## config.mk

```make
export PLATFORM = sky130hd
export DESIGN_NAME = dra_outq
export DESIGN_NICKNAME = d
export VERILOG_FILES = /design/src/dra_pkg.sv /design/src/dra_outq.sv
export SDC_FILE = /design/constraint.sdc
export NUM_CORES = 1
export LEC_CHECK = 0
export BUFFER_PORTS_ARGS = -buffer_cell sky130_fd_sc_hd__clkbuf_2
export CORE_AREA = 4 4 253 255
export CTS_CLUSTER_DIAMETER = 30
export CTS_CLUSTER_SIZE = 14
export DETAILED_ROUTE_END_ITERATION = 6
export DIE_AREA = 0 0 257 259
export PLACE_DENSITY_LB_ADDON = 0.3
export SLEW_MARGIN = 5
export SYNTH_ARGS = -nofsm -noshare
export SYNTH_HDL_FRONTEND = slang
export SYNTH_SLANG_ARGS = --single-unit
```

## constraint.sdc

```tcl
create_clock -name i_clk -period 9.6 [get_ports i_clk]
set_input_delay 0.96 -clock i_clk [delete_from_list [all_inputs] [get_ports i_clk]]
set_output_delay 0.96 -clock i_clk [all_outputs]
set_load 0.03 [all_outputs]
```

## src/dra_pkg.sv

```systemverilog
`default_nettype none
package dra_pkg;

    localparam int MAX_ENTRIES = 1024;
    localparam int MAX_BATCH   = 16;

    // Field widths of the item and result formats
    localparam int FUNC_W    = 2;
    localparam int COUNT_W   = 5;
    localparam int SLOT_W    = 10;
    localparam int STATUS_W  = 2;
    localparam int ADDR_W    = 64;
    localparam int STRIDE_W  = 13;
    localparam int REL_W     = 11;
    localparam int CAP_W     = 11;
    localparam int WAIT_W    = 8;
    localparam int CFG_IDX_W = 3;
    localparam int OFF_W     = SLOT_W + STRIDE_W;

    // Stack and pending list geometry
    localparam int IDX_W   = $clog2(MAX_ENTRIES);
    localparam int DEPTH_W = IDX_W + 1;

    // Queues
    localparam int CMDQ_DEPTH = 2;
    localparam int CMDQ_PTR_W = $clog2(CMDQ_DEPTH);
    localparam int CMDQ_CNT_W = $clog2(CMDQ_DEPTH + 1);
    localparam int OUTQ_DEPTH = 4;
    localparam int OUTQ_PTR_W = $clog2(OUTQ_DEPTH);
    localparam int OUTQ_CNT_W = $clog2(OUTQ_DEPTH + 1);

    // Register indexes
    localparam logic [CFG_IDX_W-1:0] CFG_CAPACITY = 3'd0;
    localparam logic [CFG_IDX_W-1:0] CFG_SHADER   = 3'd1;
    localparam logic [CFG_IDX_W-1:0] CFG_CPU_BASE = 3'd2;
    localparam logic [CFG_IDX_W-1:0] CFG_GPU_BASE = 3'd3;
    localparam logic [CFG_IDX_W-1:0] CFG_STRIDE   = 3'd4;
    localparam logic [CFG_IDX_W-1:0] CFG_DELAY    = 3'd5;

    // Reset values of the registers
    localparam int CAP_RESET = (1024 > MAX_ENTRIES) ? MAX_ENTRIES : 1024;
    localparam logic [STRIDE_W-1:0] STRIDE_RESET = 13'd32;
    localparam logic [WAIT_W-1:0]   DELAY_RESET  = 8'd10;

    // Function codes of an input item
    localparam logic [FUNC_W-1:0] FUNC_ALLOC = 2'd0;
    localparam logic [FUNC_W-1:0] FUNC_FREE  = 2'd1;
    localparam logic [FUNC_W-1:0] FUNC_TICK  = 2'd2;

    // Status codes of a result
    localparam logic [STATUS_W-1:0] STATUS_OK     = 2'd0;
    localparam logic [STATUS_W-1:0] STATUS_NOFREE = 2'd1;
    localparam logic [STATUS_W-1:0] STATUS_PFULL  = 2'd2;

    typedef struct packed {
        logic [FUNC_W-1:0]  func;
        logic [COUNT_W-1:0] count;
        logic [SLOT_W-1:0]  slot_index;
    } t_item;

    typedef struct packed {
        logic [STATUS_W-1:0] status;
        logic [SLOT_W-1:0]   granted_index;
        logic [ADDR_W-1:0]   cpu_address;
        logic [ADDR_W-1:0]   gpu_address;
        logic [STRIDE_W-1:0] slot_stride;
        logic [REL_W-1:0]    released_count;
        logic                last;
    } t_result;

    typedef enum logic [1:0] {
        OP_ALLOC,
        OP_FREE,
        OP_TICK
    } t_op;

    typedef struct packed {
        t_op                op;
        logic [COUNT_W-1:0] count;
        logic [SLOT_W-1:0]  slot;
    } t_cmd;

    typedef struct packed {
        logic                shader_visible;
        logic [ADDR_W-1:0]   cpu_base;
        logic [ADDR_W-1:0]   gpu_base;
        logic [STRIDE_W-1:0] stride;
        logic [WAIT_W-1:0]   release_delay;
    } t_cfg;

    typedef struct packed {
        logic             req;
        logic [CAP_W-1:0] capacity;
    } t_rebuild;

    typedef struct packed {
        logic [DEPTH_W-1:0] free_depth;
        logic [DEPTH_W-1:0] pending_depth;
    } t_back_stat;

    typedef struct packed {
        logic [SLOT_W-1:0] slot;
        logic [WAIT_W-1:0] wait_cnt;
    } t_pend;

    typedef enum logic [2:0] {
        B_IDLE,
        B_ALLOC_RD,
        B_ALLOC_MUL,
        B_ALLOC_ADD,
        B_NOFREE,
        B_FREE,
        B_TICK_RUN,
        B_TICK_DONE
    } t_bstate;

endpackage
`default_nettype wire

```

## src/dra_outq.sv

```systemverilog
`default_nettype none
module dra_outq (
    input  wire logic             i_clk,
    input  wire logic             i_rst_n,
    input  wire logic             i_push,
    input  wire dra_pkg::t_result i_data,
    output logic                  o_full,
    output logic                  empty,
    input  wire logic             pop,
    output dra_pkg::t_result      o_data
);

    dra_pkg::t_result                r_q [dra_pkg::OUTQ_DEPTH];
    logic [dra_pkg::OUTQ_PTR_W-1:0]  r_wp;
    logic [dra_pkg::OUTQ_PTR_W-1:0]  r_rp;
    logic [dra_pkg::OUTQ_CNT_W-1:0]  r_cnt;

    logic w_enq;
    logic w_deq;

    assign o_full = (r_cnt == dra_pkg::OUTQ_CNT_W'(dra_pkg::OUTQ_DEPTH));
    assign empty  = (r_cnt == '0);
    assign o_data = r_q[r_rp];
    assign w_enq  = i_push && !o_full;
    assign w_deq  = pop && !empty;

    always_ff @(posedge i_clk) begin
        if (!i_rst_n) begin
            r_wp  <= '0;
            r_rp  <= '0;
            r_cnt <= '0;
        end else begin
            if (w_enq) begin
                r_wp <= r_wp + 1'b1;
            end
            if (w_deq) begin
                r_rp <= r_rp + 1'b1;
            end
            r_cnt <= r_cnt + dra_pkg::OUTQ_CNT_W'(w_enq) - dra_pkg::OUTQ_CNT_W'(w_deq);
        end
    end

    always_ff @(posedge i_clk) begin
        if (w_enq) begin
            r_q[r_wp] <= i_data;
        end
    end

endmodule
`default_nettype wire

```

==> flow_metrics.tcl <==
set metrics [dict create \
    power_leakage_nw 10.5 \
    routed_wl_um 49300 \
    cts_hold_buf 0 \
    max_freq_ghz 0.247 \
    dieArea_um2 66600 \
    core_um2 61600 \
    gp_congestion 0.725 \
    place_ws_ns 5.80 \
    yosysTopAreaCellShare_pct 81.1 \
    synth_nets 1089 \
    setup_violations 0 \
    clk_latency_ns 0.64 \
    dp.cells 2058 \
    cts_tree "done" \
    period_minus_slack_ns 4.05 \
    maxSlewViolCount 0 \
    finalNonFillerCells 2277 \
    grt_pass1_wl_um 75300 \
    globalRoute.totalOverflow 0 \
    wl_per_cell_um 21.7 \
    p_per_area_nw_per_um2 315 \
    cts.sinks 669 \
    syn-cell-area_um2 24400 \
    path_class "reg -> out" \
    grt_usage_pct 14.8 \
    path_clk_slew_ns 0.05 \
    worstPathRequired_ns 8.64 \
    fp.dieH_um 259 \
    critPathCaptureType "output port" \
    synth-async-reset-ratio_pct 0 \
    placementRows 91 \
    min_path_type "reg -> reg" \
    relSlewSlack_pct 31.8 \
    drive_above_1_share_pct 48.7 \
    antenna_found_initial 6 \
    status "complete, no violations" \
    p_total_w 0.00972 \
    dpl.hpwl_um 28400 \
    ant_nets 0 \
    vias 11080 \
    synth_area_per_cell_um2 26.8 \
    drc_errors 0 \
    initial_utilization_pct 39.7 \
    hold_viol_final 0 \
    synth_seq_cells 669 \
    synth-edff-count 660 \
    synth_warnings 0 \
    maxCapViolCount 0 \
    cts-root-buf "clkbuf_16" \
    post_cts.repair.setup_buffers 0 \
    clockBufferDepth 3 \
    worst_slack_ns 5.55 \
    nets 1517 \
    period_share_pct 42.2 \
    ys_types 23 \
    max_slew.worst_pin.slew_ns 1.02 \
    h-tree-depth 3 \
    first_pass_iters 4 \
    num-fill-cells 4962 \
    yosys-top-cells-area "edfxtp_1 (81%), mux4_2 (15%), buf_12 (0.90%)" \
    yosysSeqAreaShare_pct 81.9 \
    grt_pass1_vias 12345 \
    yosys.area.top_type "edfxtp_1" \
    portBuffers 335 \
    fin_hold_ws_ns 0.478 \
    crit_path_start_kind "register" \
    syn-instance-count 913 \
    rsz0062_at_grt "no" \
    cts_resized 0 \
    worstPathArrival_ns 3.09 \
    yosys_most_used_dff "edfxtp_1" \
    finalClockSkew_ns 0.0301 \
    crit_fanout 63 \
    routed_via_density 4.87 \
    die_w_um 257 \
    drtIter0Drc 665 \
    cts_buffers 118 \
    finalSetupTns_ns 0 \
    ioPinCount 336 \
    area_delta_synth_final_pct 26.5 \
    grt_max_degree 100 \
    ir_drop_uv 226 \
]
==> path summary, 6_finish.rpt <==
path                             start                   end  slack [ns]  cells past startpoint
setup / recovery              register            o_data[50]        5.55                      3
hold / removal    r_rp[0]$_SDFFE_PN0P_              register        0.48                      2
setup reg to reg   r_cnt[2]$_SDFF_PN0_  r_q[3][96]$_DFFE_PP_        6.42                      4
hold reg to reg   r_rp[0]$_SDFFE_PN0P_              register        0.48                      2
==> flip-flops by register name (all words and copies together), names as in the netlist, named ones only <==
name and count:
r_rp 2, r_wp 2, r_q 660, r_cnt 3
==> logic make-up (layout without fill, tap and decap cells) <==
group                      Yosys count  after routing  share of synthesized area, %
xor gates and xnor gates             2              2                        0.0717
adders and majority gates            7              7                         0.389
buffers and inverters               45            570                          1.83
and+or+nand+nor                     19             19                         0.446
DFF                                669            669                          81.9
muxes                              167            167                          15.3
AOI/OAI and AO/OA                    4              4                        0.0922
other                                0              2                             0
==> layout by cell type, fill, tap and decap left out, types with 7 or more instances in the layout <==
cell type     n
buf_4        11
bufinv_16    19
clkbuf_1     13
clkbuf_16   118
clkbuf_2    335
clkinv_1     22
clkinv_2     22
clkinvlp_4    7
dfxtp_1       7
edfxtp_1    660
mux4_2      165
==> power by group <==
part / internal (W) / switching, W
Combinational: 0.000683 / 0.00126
Clock: 0.00276 / 0.00136
Sequential: 0.00355 / 0.0000976
Total: 0.00700 / 0.00273
==> final cells by class <==
class | count | area [µm²] | area share, %
sequential | 669 | 20000 | 64.7
multi-input combinational | 199 | 3990 | 12.9
clock buffer | 132 | 3020 | 9.76
timing repair buffer | 347 | 1780 | 5.76
tap | 837 | 1050 | 3.39
clock inverter | 85 | 1030 | 3.34
inverter | 6 | 22.5 | 0.0729
antenna | 2 | 5.00 | 0.0162
==> worst max-delay path, cell delays in order, from the launching register on <==
cell and delay [ns]:
dfxtp_4 0.85, buf_4 0.83, mux4_2 0.42, clkbuf_2 0.21
==> synth_stat cells, types with 2 or more instances <==
cell type,instances
xnor2_1,2
mux4_2,165
and2_1,7
inv_1,6
clkbuf_1,4
nand2_1,6
o21ai_0,3
nor2b_1,2
mux2i_1,2
buf_12,11
edfxtp_1,660
buf_2,16
buf_8,6
ha_1,6
dfxtp_1,9
==> metal layers <==
layer | wire (µm) | GRT usage, % | up-vias
met5 | 55 | 0 | -
met4 | 980 | 4.85 | 8
met3 | 4440 | 5.65 | 82
met2 | 23800 | 23.4 | 356
met1 | 20000 | 19.0 | 5764
li1 | - | - | 4870
==> stage by stage <==
| stage | util [%] | area (µm²) |
|---|---|---|
| 2_1_floorplan | - | 24400 |
| 3_3_place_gp | 43.6 | 26800 |
| 3_5_place_dp | 43.6 | 26800 |
| 4_1_cts | 50.2 | 30900 |
| 5_1_grt | 50.2 | 30900 |
| 6_report | 50.2 | 30900 |
(Power assumes the default switching activity.)
