==> src/dra_pkg.sv <==
`default_nettype none
package dra_pkg;

    localparam int MAX_ENTRIES = 1024;
    localparam int MAX_BATCH   = 16;

    // Field widths of the item and result formats
    localparam int FUNC_W    = 2;
    localparam int COUNT_W   = 5;
    localparam int SLOT_W    = 10;
    localparam int STATUS_W  = 2;
    localparam int ADDR_W    = 64;
    localparam int STRIDE_W  = 13;
    localparam int REL_W     = 11;
    localparam int CAP_W     = 11;
    localparam int WAIT_W    = 8;
    localparam int CFG_IDX_W = 3;
    localparam int OFF_W     = SLOT_W + STRIDE_W;

    // Stack and pending list geometry
    localparam int IDX_W   = $clog2(MAX_ENTRIES);
    localparam int DEPTH_W = IDX_W + 1;

    // Queues
    localparam int CMDQ_DEPTH = 2;
    localparam int CMDQ_PTR_W = $clog2(CMDQ_DEPTH);
    localparam int CMDQ_CNT_W = $clog2(CMDQ_DEPTH + 1);
    localparam int OUTQ_DEPTH = 4;
    localparam int OUTQ_PTR_W = $clog2(OUTQ_DEPTH);
    localparam int OUTQ_CNT_W = $clog2(OUTQ_DEPTH + 1);

    // Register indexes
    localparam logic [CFG_IDX_W-1:0] CFG_CAPACITY = 3'd0;
    localparam logic [CFG_IDX_W-1:0] CFG_SHADER   = 3'd1;
    localparam logic [CFG_IDX_W-1:0] CFG_CPU_BASE = 3'd2;
    localparam logic [CFG_IDX_W-1:0] CFG_GPU_BASE = 3'd3;
    localparam logic [CFG_IDX_W-1:0] CFG_STRIDE   = 3'd4;
    localparam logic [CFG_IDX_W-1:0] CFG_DELAY    = 3'd5;

    // Reset values of the registers
    localparam int CAP_RESET = (1024 > MAX_ENTRIES) ? MAX_ENTRIES : 1024;
    localparam logic [STRIDE_W-1:0] STRIDE_RESET = 13'd32;
    localparam logic [WAIT_W-1:0]   DELAY_RESET  = 8'd10;

    // Function codes of an input item
    localparam logic [FUNC_W-1:0] FUNC_ALLOC = 2'd0;
    localparam logic [FUNC_W-1:0] FUNC_FREE  = 2'd1;
    localparam logic [FUNC_W-1:0] FUNC_TICK  = 2'd2;

    // Status codes of a result
    localparam logic [STATUS_W-1:0] STATUS_OK     = 2'd0;
    localparam logic [STATUS_W-1:0] STATUS_NOFREE = 2'd1;
    localparam logic [STATUS_W-1:0] STATUS_PFULL  = 2'd2;

    typedef struct packed {
        logic [FUNC_W-1:0]  func;
        logic [COUNT_W-1:0] count;
        logic [SLOT_W-1:0]  slot_index;
    } t_item;

    typedef struct packed {
        logic [STATUS_W-1:0] status;
        logic [SLOT_W-1:0]   granted_index;
        logic [ADDR_W-1:0]   cpu_address;
        logic [ADDR_W-1:0]   gpu_address;
        logic [STRIDE_W-1:0] slot_stride;
        logic [REL_W-1:0]    released_count;
        logic                last;
    } t_result;

    typedef enum logic [1:0] {
        OP_ALLOC,
        OP_FREE,
        OP_TICK
    } t_op;

    typedef struct packed {
        t_op                op;
        logic [COUNT_W-1:0] count;
        logic [SLOT_W-1:0]  slot;
    } t_cmd;

    typedef struct packed {
        logic                shader_visible;
        logic [ADDR_W-1:0]   cpu_base;
        logic [ADDR_W-1:0]   gpu_base;
        logic [STRIDE_W-1:0] stride;
        logic [WAIT_W-1:0]   release_delay;
    } t_cfg;

    typedef struct packed {
        logic             req;
        logic [CAP_W-1:0] capacity;
    } t_rebuild;

    typedef struct packed {
        logic [DEPTH_W-1:0] free_depth;
        logic [DEPTH_W-1:0] pending_depth;
    } t_back_stat;

    typedef struct packed {
        logic [SLOT_W-1:0] slot;
        logic [WAIT_W-1:0] wait_cnt;
    } t_pend;

    typedef enum logic [2:0] {
        B_IDLE,
        B_ALLOC_RD,
        B_ALLOC_MUL,
        B_ALLOC_ADD,
        B_NOFREE,
        B_FREE,
        B_TICK_RUN,
        B_TICK_DONE
    } t_bstate;

endpackage
`default_nettype wire

==> src/dra_front.sv <==
`default_nettype none
module dra_front (
    input  wire logic          i_clk,
    input  wire logic          i_rst_n,
    input  wire logic          push,
    input  wire dra_pkg::t_item i_item,
    output logic               full,
    output logic               o_cmd_valid,
    output dra_pkg::t_cmd      o_cmd,
    input  wire logic          i_cmd_ready
);

    dra_pkg::t_cmd                      r_q [dra_pkg::CMDQ_DEPTH];
    logic [dra_pkg::CMDQ_PTR_W-1:0]     r_wp;
    logic [dra_pkg::CMDQ_PTR_W-1:0]     r_rp;
    logic [dra_pkg::CMDQ_CNT_W-1:0]     r_cnt;

    logic          w_keep;
    dra_pkg::t_cmd w_cmd;
    logic          w_enq;
    logic          w_deq;

    // Classify: drop unknown codes and empty allocations, clip the batch size
    always_comb begin
        w_keep       = 1'b0;
        w_cmd.op     = dra_pkg::OP_ALLOC;
        w_cmd.count  = i_item.count;
        w_cmd.slot   = i_item.slot_index;
        unique case (i_item.func)
            dra_pkg::FUNC_ALLOC: begin
                w_keep = (i_item.count != '0);
                if (int'(i_item.count) > dra_pkg::MAX_BATCH) begin
                    w_cmd.count = dra_pkg::COUNT_W'(dra_pkg::MAX_BATCH);
                end
            end
            dra_pkg::FUNC_FREE: begin
                w_keep   = 1'b1;
                w_cmd.op = dra_pkg::OP_FREE;
            end
            dra_pkg::FUNC_TICK: begin
                w_keep   = 1'b1;
                w_cmd.op = dra_pkg::OP_TICK;
            end
            default: w_keep = 1'b0;
        endcase
    end

    assign full        = (r_cnt == dra_pkg::CMDQ_CNT_W'(dra_pkg::CMDQ_DEPTH));
    assign o_cmd_valid = (r_cnt != '0);
    assign o_cmd       = r_q[r_rp];
    assign w_enq       = push && !full && w_keep;
    assign w_deq       = o_cmd_valid && i_cmd_ready;

    always_ff @(posedge i_clk) begin
        if (!i_rst_n) begin
            r_wp  <= '0;
            r_rp  <= '0;
            r_cnt <= '0;
        end else begin
            if (w_enq) begin
                r_wp <= r_wp + 1'b1;
            end
            if (w_deq) begin
                r_rp <= r_rp + 1'b1;
            end
            r_cnt <= r_cnt + dra_pkg::CMDQ_CNT_W'(w_enq) - dra_pkg::CMDQ_CNT_W'(w_deq);
        end
    end

    always_ff @(posedge i_clk) begin
        if (w_enq) begin
            r_q[r_wp] <= w_cmd;
        end
    end

endmodule
`default_nettype wire

==> config.mk <==
export PLATFORM = sky130hd
export DESIGN_NAME = dra_front
export DESIGN_NICKNAME = d
export VERILOG_FILES = /design/src/dra_pkg.sv /design/src/dra_front.sv
export SDC_FILE = /design/constraint.sdc
export NUM_CORES = 1
export LEC_CHECK = 0
export BUFFER_PORTS_ARGS = -buffer_cell sky130_fd_sc_hd__buf_4
export CORE_ASPECT_RATIO = 0.7
export CORE_UTILIZATION = 50
export CTS_CLUSTER_DIAMETER = 150
export CTS_CLUSTER_SIZE = 16
export DETAILED_ROUTE_END_ITERATION = 8
export MAX_ROUTING_LAYER = met4
export PLACE_DENSITY_LB_ADDON = 0.3
export RECOVER_POWER = 50
export SLEW_MARGIN = 20
export SYNTH_ARGS = -nofsm -noshare
export SYNTH_HDL_FRONTEND = slang
export SYNTH_SLANG_ARGS = --single-unit
==> constraint.sdc <==
create_clock -name i_clk -period 3.3 [get_ports i_clk]
set_input_delay 0.66 -clock i_clk [delete_from_list [all_inputs] [get_ports i_clk]]
set_output_delay 0.66 -clock i_clk [all_outputs]
set_load 0.005 [all_outputs]
==> impl_results.md <==
* Average wire per standard cell at 14.62 um
* Fin. Hold Viols at 0
* Final ANT Viol Nets at 0
* Post-synthesis sequential area ratio at 0.7033
* YS warnings at 0
* Worst Reg2Reg Path Length in Cells at 9
* Nets at ~170
* PortBufs at 39
* # resized after CTS at 0
* Post-place setup slack at between 0.5 and 0.6 ns
* CTS sink cnt at 39
* Avg Inst Size Synth at ~17 um2
* Final Critical Period at 2.719 ns
* Pleak at around 0.77 nW
* Skew-Pair Late Insertion Delay at between 0.2 and 0.3 ns
* Final setup fails at 0
* Initial DRC count at 63
* Finished Layout Cells at between 150 and 200
* Final max-slew violation count at 0
* Die width at around 70 um
* Post-DP HPWL at between 1500 and 2000 um
* Worst vdd ir at approximately 0.37 mV
* Final WL at between 2000 and 3000 um
* Clk slew on worst S/H paths at 0.07 ns
* CP arrival at between 2 and 3 ns
* GRT Total Usage at 0.1745
* Status: complete, no violations
* Hold Path Sink: r_wp$_SDFFE_PN0N_
* CTS Buf Count at 5
* DRC at 0
* Setup crit start: i_item[15]
* Drt pass-1 iters at 4
* Reg-to-Reg Start: r_cnt[0]$_SDFF_PN0_
* Layout cells sized above 1 at 0.4604
* CP Max Fanout at 4
* Grt total ovfl at 0
* R2R Setup Slk at 1.01 ns
* Vias after detailed routing at roughly 860
* Hold buffer count at CTS at 0
* Kind of critical path: in2reg
* Synthesized Nets at between 100 and 150
* Post-CTS Setup Inserts at 0
* Clock skew at 0.002084 ns
* Min-delay worst type: reg2reg
* Root Driver: clkbuf_8
* Die area at 3421 um2
* CTS tree: built
* Area growth, synth to finish at 24.88%
* Initial antenna violation count at 0
* Vias in the first global route at 852
* Gate Count Post-Synth at slightly above 90
* Max Cap Violations at 0
* Setup ws final at roughly 0.58 ns
* Avg Vias per Cell at 4.886
* #FFs+latches synth at 39
* Hold path start: r_wp$_SDFFE_PN0N_
* Core Region at 2903 um2
* Commonest non-fill, non-tap cell in the layout: edfxtp_1
* Fin area at around 2000 um2
* Setup TNS at 0 ns
* Synth cell types at 19
* Slew HR at 0.5063
* RSZ-0062 raised after global routing: no
* Site Rows at 16
* Commonest cells after routing, fill and taps aside: edfxtp_1, buf_4, mux2_2, clkbuf_4
* Cells on Worst Hold Path at 2
* H-tree Lvls at 2
* Critical Path RT at about 3.5 ns
* Reg2reg end: r_cnt[1]$_SDFF_PN0_
* Setup crit end kind: flop
* Clock Tree Buf Depth at 2
* GP Congestion at around 0.75
* Number of diodes at 0
* Worst-margin pin slew at around 0.74 ns
* Inst Count DP at 167
* Die H at 49.24 um
* Period utilisation layout at 0.8238
* Final Power at roughly 0.0012 W
* Largest net degree at the start of global routing at 18
* DP Area at around 1900 um2
* Critical path startpoint category: input port
* First-pass GRT wire length at roughly 4100 um
* Pwr dens at approximately 620 nW/um2
* Post-Syn Area at 1594 um2
* I/O pin cnt at 40
* Starting density of the core at 0.5491
* Max Clock Freq at approximately 0.37 GHz
[cell families (layout without fill, tap and decap cells)]
group	Yosys count	in the layout	synth area share
buffers and inverters	7	53	0.01726
DFF	39	39	0.7033
xor gates and xnor gates	3	3	0.01649
AOI/OAI and AO/OA	1	1	0.01334
adders and majority gates	6	6	0.04709
muxes	18	18	0.1264
and+or+nand+nor	19	19	0.07614
[report_power, final]
group	total [W]	leakage (nW)	internal, W	switching, W
clock network	0.000295	0.0426	0.000145	0.000150
logic	0.000307	0.370	0.000199	0.000107
registers	0.000637	0.353	0.000592	0.0000450
total	0.00124	0.766	0.000937	0.000302
[Yosys cell counts, drive strengths merged]
cell,n,area share
edfxtp,34,0.64
mux2,17,0.12
and2,7,0.028
ha,6,0.047
dfxtp,5,0.063
inv,4,0.0094
nand2,3,0.0071
nor2,3,0.0071
xnor2,3,0.016
clkbuf,2,0.0047
nor2b,2,0.0078
and2b,1,0.0055
buf,1,0.0031
mux2i,1,0.0063
nor4b,1,0.0094
o31ai,1,0.013
or2,1,0.0039
or4,1,0.0071
[state kept, by name, indices dropped and copies added, names as in the netlist, named ones only]
register	cells
r_rp	1
r_wp	1
r_cnt	2
r_q	34
[routing by layer]
| layer | up-vias | global-route usage | part of all wire |
|---|---|---|---|
| li1 | 426 | - | - |
| met1 | 396 | 0.2196 | 0.45 |
| met2 | 31 | 0.2654 | 0.50 |
| met3 | 2 | 0.04752 | 0.047 |
| met4 | 0 | 0.08163 | 0.0059 |
| met5 | - | - | 0 |
[metrics by stage]
stage	hold slack (ns)	utilization
after global placement	0.4663	0.6664
after detailed placement	0.4884	0.6664
after CTS	0.4961	0.6944
final	0.4949	0.6858
after global routing	0.5139	0.6858
after floorplan	0.4514	-
[worst max-delay path by stage]
stage	to	slack (ns)	cells past startpoint
after global placement	r_cnt[1]$_SDFF_PN0_	0.64	12
final	r_cnt[1]$_SDFF_PN0_	0.58	12
after floorplan	r_q[1][0]$_DFFE_PP_	0.60	6
after global routing	r_cnt[1]$_SDFF_PN0_	0.45	12
after CTS	r_cnt[1]$_SDFF_PN0_	0.81	12
after detailed placement	r_cnt[1]$_SDFF_PN0_	0.51	12
[worst max-delay path, stage by stage]
cell and delay, ns:
clkbuf_1 0.14, inv_1 0.09, ha_1 0.34, nor2_1 0.06, nor4b_1 0.47, o31ai_4 0.17, ha_1 0.30, inv_1 0.05
ha_1 0.20, xnor2_1 0.14, xnor2_1 0.12, and2_1 0.15
[final cells by class]
type / instances / area [um2]
flip-flops and latches: 39 / 1121
fillers: 214 / 912.1
multi-input cells: 47 / 439.2
repair buffers: 41 / 289.0
clock inverters: 2 / 8.758
inverters: 4 / 15.01
clock buffers: 6 / 72.57
well taps: 36 / 45.04
Power figures use the tool's default switching activity.
